===== src/rtl/ctta_pkg.sv =====
// ----------------------------------------------------------------------------
// ctta_pkg: shared types and constants for the turn-to-angle controller
// Register map, status codes, controller states, datapath operations and the
// fixed-point constants of the angle and rate loops.
// ----------------------------------------------------------------------------
package ctta_pkg;

  localparam int unsigned CFG_IDX_W  = 3;
  localparam int unsigned CFG_DATA_W = 16;

  // Register map of the configuration port
  typedef enum logic [CFG_IDX_W-1:0] {
    REG_TARGET_HEADING   = 3'd0,
    REG_SETTLE_THRESHOLD = 3'd1,
    REG_SETTLE_TICKS     = 3'd2,
    REG_TIMEOUT_TICKS    = 3'd3,
    REG_ANGLE_GAIN       = 3'd4,
    REG_RATE_PROP_GAIN   = 3'd5,
    REG_RATE_INT_GAIN    = 3'd6,
    REG_SPEED_LIMIT      = 3'd7
  } cfg_reg_t;

  typedef enum logic [2:0] {
    TS_IDLE      = 3'd0,
    TS_TURNING   = 3'd1,
    TS_SETTLING  = 3'd2,
    TS_REACHED   = 3'd3,
    TS_TIMED_OUT = 3'd4
  } turn_status_t;

  typedef enum logic [3:0] {
    ST_IDLE,
    ST_BEGIN,
    ST_EVAL,
    ST_TGT,
    ST_RERR,
    ST_FF,
    ST_PROP,
    ST_DIV10_MUL,
    ST_DIV10_FIX,
    ST_IMUL,
    ST_DIV100_MUL,
    ST_DIV100_FIX,
    ST_CLAMP,
    ST_SLEW,
    ST_FINISH
  } ctrl_state_t;

  typedef enum logic [4:0] {
    OP_NONE,
    OP_LOAD,
    OP_BEGIN,
    OP_IDLE_TICK,
    OP_TIMEOUT,
    OP_SETTLE,
    OP_TURN,
    OP_TGT,
    OP_RERR,
    OP_FF,
    OP_PROP,
    OP_DIV10_MUL,
    OP_DIV10_FIX,
    OP_IMUL,
    OP_DIV100_MUL,
    OP_DIV100_FIX,
    OP_CLAMP,
    OP_SLEW,
    OP_EMIT
  } dp_op_t;

  // Status from the datapath back to the controller
  typedef struct packed {
    logic active;
    logic timeout;
    logic in_band;
    logic out_free;
  } dp_flags_t;

  localparam int HALF_TURN       = 18000;
  localparam int RATE_TARGET_MAX = 15000;
  localparam int ACCUM_LIMIT     = 300000;
  localparam int FF_MULT         = 62119;
  localparam int ACCEL_STEP      = 200;
  localparam int DECEL_STEP      = 400;
  localparam int MIN_SPEED       = 100;

  // Reciprocals for exact floor division of values below 2^32
  localparam logic [31:0] RECIP10        = 32'hCCCC_CCCD;
  localparam int          RECIP10_SHIFT  = 35;
  localparam logic [31:0] RECIP100       = 32'h51EB_851F;
  localparam int          RECIP100_SHIFT = 37;

endpackage


===== src/rtl/ctta_ctrl.sv =====
// ----------------------------------------------------------------------------
// ctta_ctrl: sequencer of the turn-to-angle controller
// Walks one tick through the datapath operations and holds the input side
// while a tick is in work.
// ----------------------------------------------------------------------------
module ctta_ctrl (
  input  logic               clk,
  input  logic               rst,
  input  logic               in_valid,
  output logic               in_stall,
  input  ctta_pkg::dp_flags_t flags,
  output ctta_pkg::dp_op_t    op
);
  import ctta_pkg::*;

  ctrl_state_t state, state_next;

  always_ff @(posedge clk) begin
    if (rst) begin
      state <= ST_IDLE;
    end else begin
      state <= state_next;
    end
  end

  assign in_stall = (state != ST_IDLE);

  always_comb begin
    state_next = state;
    op         = OP_NONE;
    case (state)
      ST_IDLE: begin
        if (in_valid) begin
          op         = OP_LOAD;
          state_next = ST_BEGIN;
        end
      end
      ST_BEGIN: begin
        op         = OP_BEGIN;
        state_next = ST_EVAL;
      end
      ST_EVAL: begin
        state_next = ST_FINISH;
        if (!flags.active) begin
          op = OP_IDLE_TICK;
        end else if (flags.timeout) begin
          op = OP_TIMEOUT;
        end else if (flags.in_band) begin
          op = OP_SETTLE;
        end else begin
          op         = OP_TURN;
          state_next = ST_TGT;
        end
      end
      ST_TGT: begin
        op         = OP_TGT;
        state_next = ST_RERR;
      end
      ST_RERR: begin
        op         = OP_RERR;
        state_next = ST_FF;
      end
      ST_FF: begin
        op         = OP_FF;
        state_next = ST_PROP;
      end
      ST_PROP: begin
        op         = OP_PROP;
        state_next = ST_DIV10_MUL;
      end
      ST_DIV10_MUL: begin
        op         = OP_DIV10_MUL;
        state_next = ST_DIV10_FIX;
      end
      ST_DIV10_FIX: begin
        op         = OP_DIV10_FIX;
        state_next = ST_IMUL;
      end
      ST_IMUL: begin
        op         = OP_IMUL;
        state_next = ST_DIV100_MUL;
      end
      ST_DIV100_MUL: begin
        op         = OP_DIV100_MUL;
        state_next = ST_DIV100_FIX;
      end
      ST_DIV100_FIX: begin
        op         = OP_DIV100_FIX;
        state_next = ST_CLAMP;
      end
      ST_CLAMP: begin
        op         = OP_CLAMP;
        state_next = ST_SLEW;
      end
      ST_SLEW: begin
        op         = OP_SLEW;
        state_next = ST_FINISH;
      end
      ST_FINISH: begin
        // hold the result until the output register frees up
        if (flags.out_free) begin
          op         = OP_EMIT;
          state_next = ST_IDLE;
        end
      end
      default: begin
        state_next = ST_IDLE;
      end
    endcase
  end

endmodule


===== src/rtl/ctta_dp.sv =====
// ----------------------------------------------------------------------------
// ctta_dp: datapath of the turn-to-angle controller
// Configuration registers, turn state, one shared 27x33 multiplier with its
// product register, the loop arithmetic and the output register.
// ----------------------------------------------------------------------------
module ctta_dp #(
  parameter int TICK_MS      = 5,
  parameter int FILTER_SHIFT = 2
) (
  input  logic                                 clk,
  input  logic                                 rst,
  input  ctta_pkg::dp_op_t                     op,
  output ctta_pkg::dp_flags_t                  flags,
  input  logic                                 cfg_wr_en,
  input  logic [ctta_pkg::CFG_IDX_W-1:0]       cfg_index,
  input  logic [ctta_pkg::CFG_DATA_W-1:0]      cfg_data,
  input  logic                                 start_turn,
  input  logic signed [15:0]                   yaw_now,
  input  logic signed [18:0]                   rate_now,
  input  logic                                 out_stall,
  output logic                                 out_valid,
  output logic signed [15:0]                   turn_command,
  output logic [2:0]                           turn_status
);
  import ctta_pkg::*;

  localparam logic signed [17:0] WRAP_HI  = 18'(HALF_TURN);
  localparam logic signed [17:0] WRAP_HI3 = 18'(3 * HALF_TURN);
  localparam logic signed [17:0] WRAP_ONE = 18'(2 * HALF_TURN);
  localparam logic signed [17:0] WRAP_TWO = 18'(4 * HALF_TURN);
  localparam logic signed [59:0] TGT_MAX  = 60'(RATE_TARGET_MAX);
  localparam logic signed [23:0] ACC_MAX  = 24'(ACCUM_LIMIT);
  localparam logic signed [17:0] STEP_UP  = 18'(ACCEL_STEP);
  localparam logic signed [17:0] STEP_DN  = 18'(DECEL_STEP);
  localparam logic signed [17:0] SPD_MIN  = 18'(MIN_SPEED);

  // configuration
  logic signed [15:0] target_heading;
  logic [9:0]         settle_threshold;
  logic [7:0]         settle_ticks;
  logic [15:0]        timeout_ticks;
  logic [11:0]        angle_gain;
  logic [11:0]        rate_prop_gain;
  logic [11:0]        rate_int_gain;
  logic [14:0]        speed_limit;

  // turn state
  logic signed [19:0] rate_filtered;
  logic signed [19:0] rate_accum;
  logic signed [15:0] previous_command;
  logic [7:0]         settle_counter;
  logic [15:0]        elapsed_ticks;
  logic               turn_active;

  // per-tick work registers
  logic               start_q;
  logic signed [15:0] yaw_q;
  logic signed [19:0] meas_q;
  logic signed [15:0] err;
  logic signed [15:0] tgt;
  logic signed [19:0] rerr;
  logic signed [59:0] prod;
  logic               div_neg;
  logic signed [23:0] spd_sum;
  logic signed [15:0] res_cmd;
  logic [2:0]         res_status;

  // ---------------------------------------------------------------- config
  always_ff @(posedge clk) begin
    if (rst) begin
      target_heading   <= '0;
      settle_threshold <= 10'd10;
      settle_ticks     <= 8'd10;
      timeout_ticks    <= 16'd400;
      angle_gain       <= 12'd768;
      rate_prop_gain   <= 12'd51;
      rate_int_gain    <= 12'd38;
      speed_limit      <= 15'd15000;
    end else if (cfg_wr_en) begin
      case (cfg_reg_t'(cfg_index))
        REG_TARGET_HEADING:   target_heading   <= cfg_data;
        REG_SETTLE_THRESHOLD: settle_threshold <= cfg_data[9:0];
        REG_SETTLE_TICKS:     settle_ticks     <= cfg_data[7:0];
        REG_TIMEOUT_TICKS:    timeout_ticks    <= cfg_data;
        REG_ANGLE_GAIN:       angle_gain       <= cfg_data[11:0];
        REG_RATE_PROP_GAIN:   rate_prop_gain   <= cfg_data[11:0];
        REG_RATE_INT_GAIN:    rate_int_gain    <= cfg_data[11:0];
        REG_SPEED_LIMIT:      speed_limit      <= cfg_data[14:0];
        default: ;
      endcase
    end
  end

  // ---------------------------------------------------------------- combinational
  logic signed [17:0] err_raw, err_wrap;
  logic [14:0]        err_mag;
  logic signed [20:0] filt_diff, filt_step, filt_sum;
  logic [7:0]         settle_inc;
  logic               settle_done;
  logic signed [59:0] prod_sh8, prod_sh16, div_src, div_ofs, div_abs;
  logic signed [59:0] prod_q10, prod_q100;
  logic [26:0]        div_mag;
  logic signed [23:0] q10_val, q100_val, acc_sum, spd_lim;
  logic signed [26:0] mul_a;
  logic signed [32:0] mul_b;
  logic signed [15:0] tgt_clamped;
  logic signed [20:0] rerr_wide;
  logic signed [19:0] accum_next;
  logic signed [16:0] spd17, prev17;
  logic signed [17:0] spd_abs, prev_abs, diff, step_lim, step, nxt, nxt_abs, slew_out;
  logic               opposite;

  always_comb begin
    // heading error wrapped into (-HALF_TURN, HALF_TURN]
    err_raw = 18'(target_heading) - 18'(yaw_q);
    if (err_raw > WRAP_HI3) begin
      err_wrap = err_raw - WRAP_TWO;
    end else if (err_raw > WRAP_HI) begin
      err_wrap = err_raw - WRAP_ONE;
    end else if (err_raw <= -WRAP_HI3) begin
      err_wrap = err_raw + WRAP_TWO;
    end else if (err_raw <= -WRAP_HI) begin
      err_wrap = err_raw + WRAP_ONE;
    end else begin
      err_wrap = err_raw;
    end

    err_mag = err[15] ? 15'(-err) : 15'(err);

    filt_diff = 21'(meas_q) - 21'(rate_filtered);
    filt_step = filt_diff >>> FILTER_SHIFT;
    filt_sum  = 21'(rate_filtered) + filt_step;

    settle_inc  = (settle_counter == 8'hFF) ? settle_counter : settle_counter + 8'd1;
    settle_done = (settle_inc >= settle_ticks);

    prod_sh8  = prod >>> 8;
    prod_sh16 = prod >>> 16;

    if (prod_sh8 > TGT_MAX) begin
      tgt_clamped = 16'(RATE_TARGET_MAX);
    end else if (prod_sh8 < -TGT_MAX) begin
      tgt_clamped = -16'(RATE_TARGET_MAX);
    end else begin
      tgt_clamped = prod_sh8[15:0];
    end
    rerr_wide = 21'(tgt) - 21'(rate_filtered);

    // floor division of a negative value through the magnitude plus divisor-1
    div_src = (op == OP_DIV100_MUL) ? prod_sh8 : prod;
    div_ofs = (op == OP_DIV100_MUL) ? 60'sd99 : 60'sd9;
    div_abs = div_src[59] ? (div_ofs - div_src) : div_src;
    div_mag = div_abs[26:0];

    prod_q10  = prod >>> RECIP10_SHIFT;
    prod_q100 = prod >>> RECIP100_SHIFT;
    q10_val   = div_neg ? -24'(prod_q10[22:0]) : 24'(prod_q10[22:0]);
    q100_val  = div_neg ? -24'(prod_q100[15:0]) : 24'(prod_q100[15:0]);

    acc_sum = 24'(rate_accum) + q10_val;
    if (acc_sum > ACC_MAX) begin
      accum_next = 20'(ACCUM_LIMIT);
    end else if (acc_sum < -ACC_MAX) begin
      accum_next = -20'(ACCUM_LIMIT);
    end else begin
      accum_next = acc_sum[19:0];
    end

    spd_lim = 24'(speed_limit);

    // slew: accelerate by at most STEP_UP, otherwise move by at most STEP_DN; keep at least MIN_SPEED
    spd17    = spd_sum[16:0];
    prev17   = 17'(previous_command);
    spd_abs  = spd17[16] ? -18'(spd17) : 18'(spd17);
    prev_abs = prev17[16] ? -18'(prev17) : 18'(prev17);
    opposite = (spd17 < 0 && prev17 > 0) || (spd17 > 0 && prev17 < 0);
    step_lim = (!opposite && spd_abs > prev_abs) ? STEP_UP : STEP_DN;
    diff     = 18'(spd17) - 18'(prev17);
    if (diff > step_lim) begin
      step = step_lim;
    end else if (diff < -step_lim) begin
      step = -step_lim;
    end else begin
      step = diff;
    end
    nxt     = 18'(prev17) + step;
    nxt_abs = nxt[17] ? -nxt : nxt;
    if (nxt_abs < SPD_MIN) begin
      slew_out = (err > 0) ? SPD_MIN : -SPD_MIN;
    end else begin
      slew_out = nxt;
    end

    // shared multiplier operands
    mul_a = '0;
    mul_b = '0;
    case (op)
      OP_TURN: begin
        mul_a = 27'(err);
        mul_b = 33'(angle_gain);
      end
      OP_RERR: begin
        mul_a = 27'(tgt);
        mul_b = 33'(FF_MULT);
      end
      OP_FF: begin
        mul_a = 27'(rerr);
        mul_b = 33'(rate_prop_gain);
      end
      OP_PROP: begin
        mul_a = 27'(rerr);
        mul_b = 33'(TICK_MS);
      end
      OP_DIV10_MUL: begin
        mul_a = div_mag;
        mul_b = 33'(RECIP10);
      end
      OP_IMUL: begin
        mul_a = 27'(rate_accum);
        mul_b = 33'(rate_int_gain);
      end
      OP_DIV100_MUL: begin
        mul_a = div_mag;
        mul_b = 33'(RECIP100);
      end
      default: ;
    endcase
  end

  assign flags.active   = turn_active;
  assign flags.timeout  = (elapsed_ticks >= timeout_ticks);
  assign flags.in_band  = (err_mag <= 15'(settle_threshold));
  assign flags.out_free = !out_valid || !out_stall;

  // ---------------------------------------------------------------- turn state
  always_ff @(posedge clk) begin
    if (rst) begin
      rate_filtered    <= '0;
      rate_accum       <= '0;
      previous_command <= '0;
      settle_counter   <= '0;
      elapsed_ticks    <= '0;
      turn_active      <= 1'b0;
    end else begin
      case (op)
        OP_BEGIN: begin
          if (start_q) begin
            rate_filtered    <= meas_q;
            rate_accum       <= '0;
            previous_command <= '0;
            settle_counter   <= '0;
            elapsed_ticks    <= '0;
            turn_active      <= 1'b1;
          end
        end
        OP_TIMEOUT: begin
          turn_active <= 1'b0;
        end
        OP_SETTLE: begin
          elapsed_ticks    <= elapsed_ticks + 16'd1;
          rate_filtered    <= filt_sum[19:0];
          settle_counter   <= settle_inc;
          previous_command <= '0;
          if (settle_done) begin
            turn_active <= 1'b0;
          end
        end
        OP_TURN: begin
          elapsed_ticks  <= elapsed_ticks + 16'd1;
          rate_filtered  <= filt_sum[19:0];
          settle_counter <= '0;
        end
        OP_DIV10_FIX: begin
          rate_accum <= accum_next;
        end
        OP_SLEW: begin
          previous_command <= slew_out[15:0];
        end
        default: ;
      endcase
    end
  end

  // ---------------------------------------------------------------- work registers
  always_ff @(posedge clk) begin
    case (op)
      OP_LOAD: begin
        start_q <= start_turn;
        yaw_q   <= yaw_now;
        meas_q  <= -20'(rate_now);
      end
      OP_BEGIN: begin
        err <= err_wrap[15:0];
      end
      OP_IDLE_TICK: begin
        res_cmd    <= '0;
        res_status <= TS_IDLE;
      end
      OP_TIMEOUT: begin
        res_cmd    <= '0;
        res_status <= TS_TIMED_OUT;
      end
      OP_SETTLE: begin
        res_cmd    <= '0;
        res_status <= settle_done ? TS_REACHED : TS_SETTLING;
      end
      OP_TGT: begin
        tgt <= tgt_clamped;
      end
      OP_RERR: begin
        rerr <= rerr_wide[19:0];
      end
      OP_FF: begin
        spd_sum <= prod_sh16[23:0];
      end
      OP_PROP: begin
        spd_sum <= spd_sum + prod_sh8[23:0];
      end
      OP_DIV100_FIX: begin
        spd_sum <= spd_sum + q100_val;
      end
      OP_CLAMP: begin
        if (spd_sum > spd_lim) begin
          spd_sum <= spd_lim;
        end else if (spd_sum < -spd_lim) begin
          spd_sum <= -spd_lim;
        end
      end
      OP_SLEW: begin
        res_cmd    <= slew_out[15:0];
        res_status <= TS_TURNING;
      end
      default: ;
    endcase

    if (op == OP_DIV10_MUL || op == OP_DIV100_MUL) begin
      div_neg <= div_src[59];
    end

    if (op == OP_TURN || op == OP_RERR || op == OP_FF || op == OP_PROP ||
        op == OP_DIV10_MUL || op == OP_IMUL || op == OP_DIV100_MUL) begin
      prod <= mul_a * mul_b;
    end
  end

  // ---------------------------------------------------------------- output register
  always_ff @(posedge clk) begin
    if (rst) begin
      out_valid <= 1'b0;
    end else if (op == OP_EMIT) begin
      out_valid <= 1'b1;
    end else if (!out_stall) begin
      out_valid <= 1'b0;
    end
  end

  always_ff @(posedge clk) begin
    if (op == OP_EMIT) begin
      turn_command <= res_cmd;
      turn_status  <= res_status;
    end
  end

  // ---------------------------------------------------------------- assertions
  a_accum_bounded: assert property (@(posedge clk) disable iff (rst)
    (rate_accum <= 20'(ACCUM_LIMIT)) && (rate_accum >= -20'(ACCUM_LIMIT)))
    else $error("integral left its clamp range");

  a_quiet_command: assert property (@(posedge clk) disable iff (rst)
    (out_valid && turn_status != TS_TURNING) |-> (turn_command == 16'sd0))
    else $error("nonzero command outside a turning beat");

  a_min_speed: assert property (@(posedge clk) disable iff (rst)
    (out_valid && turn_status == TS_TURNING) |->
      (turn_command >= 16'(MIN_SPEED) || turn_command <= -16'(MIN_SPEED)))
    else $error("turning command below minimum speed");

endmodule


===== src/rtl/cascaded_turn_to_angle_ctrl.sv =====
// ----------------------------------------------------------------------------
// cascaded_turn_to_angle_ctrl: cascaded angle P / rate PI turn controller
// A tick with the heading error outside the settle threshold runs the whole
// sequence of controller states: the seven products of the angle loop, rate
// loop, feedforward and the two reciprocal divisions go one after another
// through a single shared 27x33 multiplier. Idle, settling, reached and
// timeout ticks skip those products. The result sits in an output
// register, so the next tick is taken while it waits; a tick stays in its
// last step only while the previous result is still held there.
// ----------------------------------------------------------------------------
module cascaded_turn_to_angle_ctrl #(
  parameter int TICK_MS      = 5,
  parameter int FILTER_SHIFT = 2
) (
  input  logic                             clk,
  input  logic                             rst,
  input  logic                             cfg_wr_en,
  input  logic [ctta_pkg::CFG_IDX_W-1:0]   cfg_index,
  input  logic [ctta_pkg::CFG_DATA_W-1:0]  cfg_data,
  input  logic                             in_valid,
  output logic                             in_stall,
  input  logic                             start_turn,
  input  logic signed [15:0]               yaw_now,
  input  logic signed [18:0]               rate_now,
  output logic                             out_valid,
  input  logic                             out_stall,
  output logic signed [15:0]               turn_command,
  output logic [2:0]                       turn_status
);
  import ctta_pkg::*;

  dp_op_t    op;
  dp_flags_t flags;

  ctta_ctrl u_ctrl (
    .clk      (clk),
    .rst      (rst),
    .in_valid (in_valid),
    .in_stall (in_stall),
    .flags    (flags),
    .op       (op)
  );

  ctta_dp #(
    .TICK_MS      (TICK_MS),
    .FILTER_SHIFT (FILTER_SHIFT)
  ) u_dp (
    .clk          (clk),
    .rst          (rst),
    .op           (op),
    .flags        (flags),
    .cfg_wr_en    (cfg_wr_en),
    .cfg_index    (cfg_index),
    .cfg_data     (cfg_data),
    .start_turn   (start_turn),
    .yaw_now      (yaw_now),
    .rate_now     (rate_now),
    .out_stall    (out_stall),
    .out_valid    (out_valid),
    .turn_command (turn_command),
    .turn_status  (turn_status)
  );

endmodule

===== config.mk =====
export PLATFORM = sky130hd
export DESIGN_NAME = cascaded_turn_to_angle_ctrl
export DESIGN_NICKNAME = d
export VERILOG_FILES = /design/src/rtl/ctta_pkg.sv /design/src/rtl/ctta_ctrl.sv /design/src/rtl/ctta_dp.sv /design/src/rtl/cascaded_turn_to_angle_ctrl.sv
export SDC_FILE = /design/constraint.sdc
export NUM_CORES = 2
export LEC_CHECK = 0
export ABC_AREA = 1
export BUFFER_PORTS_ARGS = -buffer_cell sky130_fd_sc_hd__buf_2
export CORE_UTILIZATION = 45
export CTS_BUF_LIST = sky130_fd_sc_hd__clkbuf_2
export CTS_CLUSTER_SIZE = 14
export DETAILED_ROUTE_END_ITERATION = 16
export REMOVE_ABC_BUFFERS = 1
export SYNTH_ARGS = -nofsm -noshare
export SYNTH_HDL_FRONTEND = slang
export SYNTH_SLANG_ARGS = --single-unit

===== constraint.sdc =====
create_clock -name clk -period 12.95 [get_ports clk]
set_input_delay 0 -clock clk [delete_from_list [all_inputs] [get_ports clk]]
set_output_delay 0 -clock clk [all_outputs]
set_load 0.01 [all_outputs]

==> summary.md <==
| Metric | Value |
|---|---|
| Buffer depth of the longest clock path | 3 |
| TritonCTS buffer count | 106 |
| Final WS setup | 0.444 ns |
| Synth area leaders | fa_1 23%, ha_1 13%, edfxtp_1 11%, inv_1 11%, nand2_1 8.9% |
| WP data required | 13.96 ns |
| Number of max-cap violations | 0 |
| Fin. Hold Viols | 0 |
| PortBufs | 80 |
| RSZ-0062 raised after global routing | false |
| Worst setup EP type | flip-flop |
| Total congestion overflow | 0 |
| Worst Tran Pin Value | 1.39 ns |
| Max incr delay on CP | 1.15 ns |
| DR iter-0 viols | 4,404 |
| Drt first pass iters | 6 |
| WL per Instance | 21.1 um |
| Reg area | 10,100 um2 |
| Initial Utilization | 0.456 |
| Synth top area share | 0.235 |
| Worst EP arrival | 13.52 ns |
| Vias in the first global route | 50,000 |
| Placed Cells | 9,061 |
| Routed wire length | 200,000 um |
| Setup-failing EPs final | 0 |
| Clock Skews | 0.130 ns |
| CP startpoint kind | flip-flop |
| CTS root buffer | clkbuf_2 |
| Post-CTS Setup Repair Bufs | 0 |
| Cell taking the most area after synthesis | fa_1 |
| Die width | 360 um |
| Crit-path max FO | 16 |
| Overall Power | 11.2 mW |
| Area of the multi-input gates | 40,400 um2 |
| #FFs+latches synth | 399 |
| First-pass GRT wire length | 301,000 um |
| Final period util | 0.966 |
| Worst vdd ir | 150 uV |
| # fillers | 12,500 |
| Post-Layout Cell Count | 9,451 |
| Initial antenna violation count | 7 |
| Core area | 126,000 um2 |
| PD cells | 177 nW/um2 |
| Worst path slowest cell | a221oi_1 |
| DRC viols | 0 |
| Primary FF master, synth | edfxtp_1 |
| Num rows | 130 |
| Area of the mapped netlist | 57,600 um2 |
| Multiplexer share of the synthesized area | 0.000695 |
| Worst path most repeated cell | nand2_1 |
| Area grow syn2layout | 9.59% |
| Post-synthesis compound-gate area fraction | 0.109 |
| Sequential area share after synthesis | 0.175 |
| GPL Wtd Cong | 1.05 |
| Final #Nets | 9,060 |
| Chip Height | 360 um |
| Layout cells sized above 1 | 0.0653 |
| Post-Synth Adder-Cell Area | 0.368 |
| Clock-pin slew on the worst setup and hold paths | 0.11 ns |
| Crit Path Class | flip-flop to flip-flop |
| Count of antenna-violating nets left after detailed routing | 0 |
| Syn_area_per_cell | 7.80 um2 |
| Setup TNS | 0 ns |
| Fmax | 0.0800 GHz |
| Largest family of logic cells by synthesized area | adder cells |
| Hold WC Path Type | input pin to flip-flop |
| Min Clock Period, post-route | 12.51 ns |
| DR vias | 50,700 |
| Number of synthesized flops with an enable pin | 212 |
| # IOs | 81 |
| Total track usage | 0.308 |
| Largest net degree at the start of global routing | 87 |
| Slew Limit Fails | 0 |
| Final hold slack | 0.212 ns |
| Async SR Flop Fraction | 0 |
| Setup Slack @ Placement | 0.500 ns |
| Clock Latency Late Sink | 1.38 ns |
| Hpwl dp | 162,000 um |
| Yosys warns | 0 |
| Simple-gate portion of the synthesized area | 0.177 |
| Vias per cell | 5.37 |
| Status | finished clean |
| CTS tree | built |
| Unique masters post-synth | 75 |
| H-tree depth | 3 |
| Leakage | 32.6 nW |
| Cell count after synthesis | 7,391 |
| Fraction of synthesized cell area in xor and xnor cells | 0.0453 |
| Clk sinks | 399 |
| Worst slew margin | 0.0712 |
| Die area | 129,000 um2 |
[worst paths after layout]
path                        start                   end  slack [ns]  cells after the start
hold reg to reg   u_dp.res_cmd[5]  u_dp.turn_command[5]        0.43                      0
setup / recovery     u_dp.err[15]         u_dp.prod[49]        0.44                     57
setup reg to reg     u_dp.err[15]         u_dp.prod[49]        0.44                     57
hold / removal        rate_now[1]        u_dp.meas_q[3]        0.21                      5
[metal layers]
metal / vias to the layer above / track usage / wire length, um
li1: 24000 / - / -
met1: 24500 / 0.414 / 84800
met2: 1904 / 0.479 / 89000
met3: 342 / 0.0690 / 17400
met4: 12 / 0.122 / 8470
met5: - / 0 / 79
[registers in the layout (all words and copies together), names as in the netlist, 10 cells and up]
| signal | flops |
|---|---|
| u_dp.turn_command | 16 |
| u_dp.meas_q | 20 |
| u_dp.elapsed_ticks | 16 |
| u_dp.res_cmd | 16 |
| u_dp.rate_accum | 20 |
| u_dp.err | 16 |
| u_dp.rate_filtered | 20 |
| u_dp.settle_threshold | 10 |
| u_dp.yaw_q | 16 |
| u_dp.rerr | 20 |
| u_dp.rate_prop_gain | 12 |
| u_dp.speed_limit | 15 |
| u_dp.timeout_ticks | 16 |
| u_dp.tgt | 16 |
| u_dp.prod | 60 |
| u_dp.spd_sum | 24 |
| u_dp.angle_gain | 12 |
| u_dp.previous_command | 16 |
| u_dp.target_heading | 16 |
| u_dp.rate_int_gain | 12 |
[cells by family (layout without fill, tap and decap cells)]
kind of cell | Yosys count | after routing
compound gates | 1111 | 1111
mux | 4 | 4
other cells | 2 | 10
xor+xnor | 297 | 297
buf+inv | 1865 | 2267
simple gates | 2421 | 2421
flops | 399 | 399
fa+ha+maj | 1292 | 1292
[power by group]
part	total (mW)	switching (mW)	internal (mW)
registers	2.35	0.477	1.87
clock network	0.987	0.613	0.374
logic	7.85	5.31	2.54
[per-stage QoR]
step | util | area, um2
2_1_floorplan | - | 56800
3_3_place_gp | 0.476 | 60200
3_5_place_dp | 0.476 | 60200
4_1_cts | 0.499 | 63100
5_1_grt | 0.500 | 63200
6_report | 0.500 | 63200
[cell type report]
| type | count | share of cell area |
|---|---|---|
| Sequential cell | 399 | 0.160 |
| Clock buffer | 159 | 0.0126 |
| Timing Repair Buffer | 383 | 0.0502 |
| Clock inverter | 35 | 0.00343 |
| Tap cell | 1650 | 0.0327 |
| Multi-Input combinational cell | 5128 | 0.640 |
| Inverter | 1690 | 0.100 |
| Antenna cell | 7 | 0.000277 |
[cells in the mapped netlist (all sizes together) (2+ instances only)]
cell type  count
or2           20
nand3        233
o221a          2
a32oi          2
dfxtp        187
nand4         96
a31o           3
nand2       1399
o21bai        18
o211ai        32
buf           77
o21a          17
edfxtp       212
o221ai        10
o21ai        336
nor2         535
and2           9
o2111ai       18
nor4b          2
fa           675
and3           4
a221oi        17
a2111oi        3
inv         1679
a31oi         43
xnor2         84
o41ai          5
a21boi        14
nand3b        10
xor2         213
ha           617
a21oi        536
mux2i          4
clkbuf        98
a21o          15
conb           2
nor3b          2
nor4          29
o22ai          8
o31ai          7
a22oi          5
a211oi        14
nor3          81
clkinv        11
[worst max-delay path, delay by kind of cell, from the launching register on]
| family | cells | cell delay, ns |
|---|---|---|
| AOI/OAI and AO/OA | 11 | 3.58 |
| adders and majority gates | 9 | 3.39 |
| and+or+nand+nor | 22 | 2.48 |
| buffers and inverters | 13 | 1.75 |
| DFF | 1 | 0.72 |
| xor gates and xnor gates | 2 | 0.23 |
[what timing repair did]
item                                   4_1_cts  5_1_grt
hold buffers                               189        0
resized for setup                            0        7
setup endpoints to repair                    0        9
endpoints found under the hold margin      366        0
[cell usage in the layout (no fill, tap or decap), drive strengths merged, types with 212 or more instances in the layout]
| cell type | count |
|---|---|
| edfxtp | 212 |
| a21oi | 536 |
| ha | 617 |
| inv | 1681 |
| nand2 | 1399 |
| o21ai | 336 |
| xor2 | 213 |
| nor2 | 535 |
| nand3 | 233 |
| fa | 675 |
(Power assumes the default switching activity.)
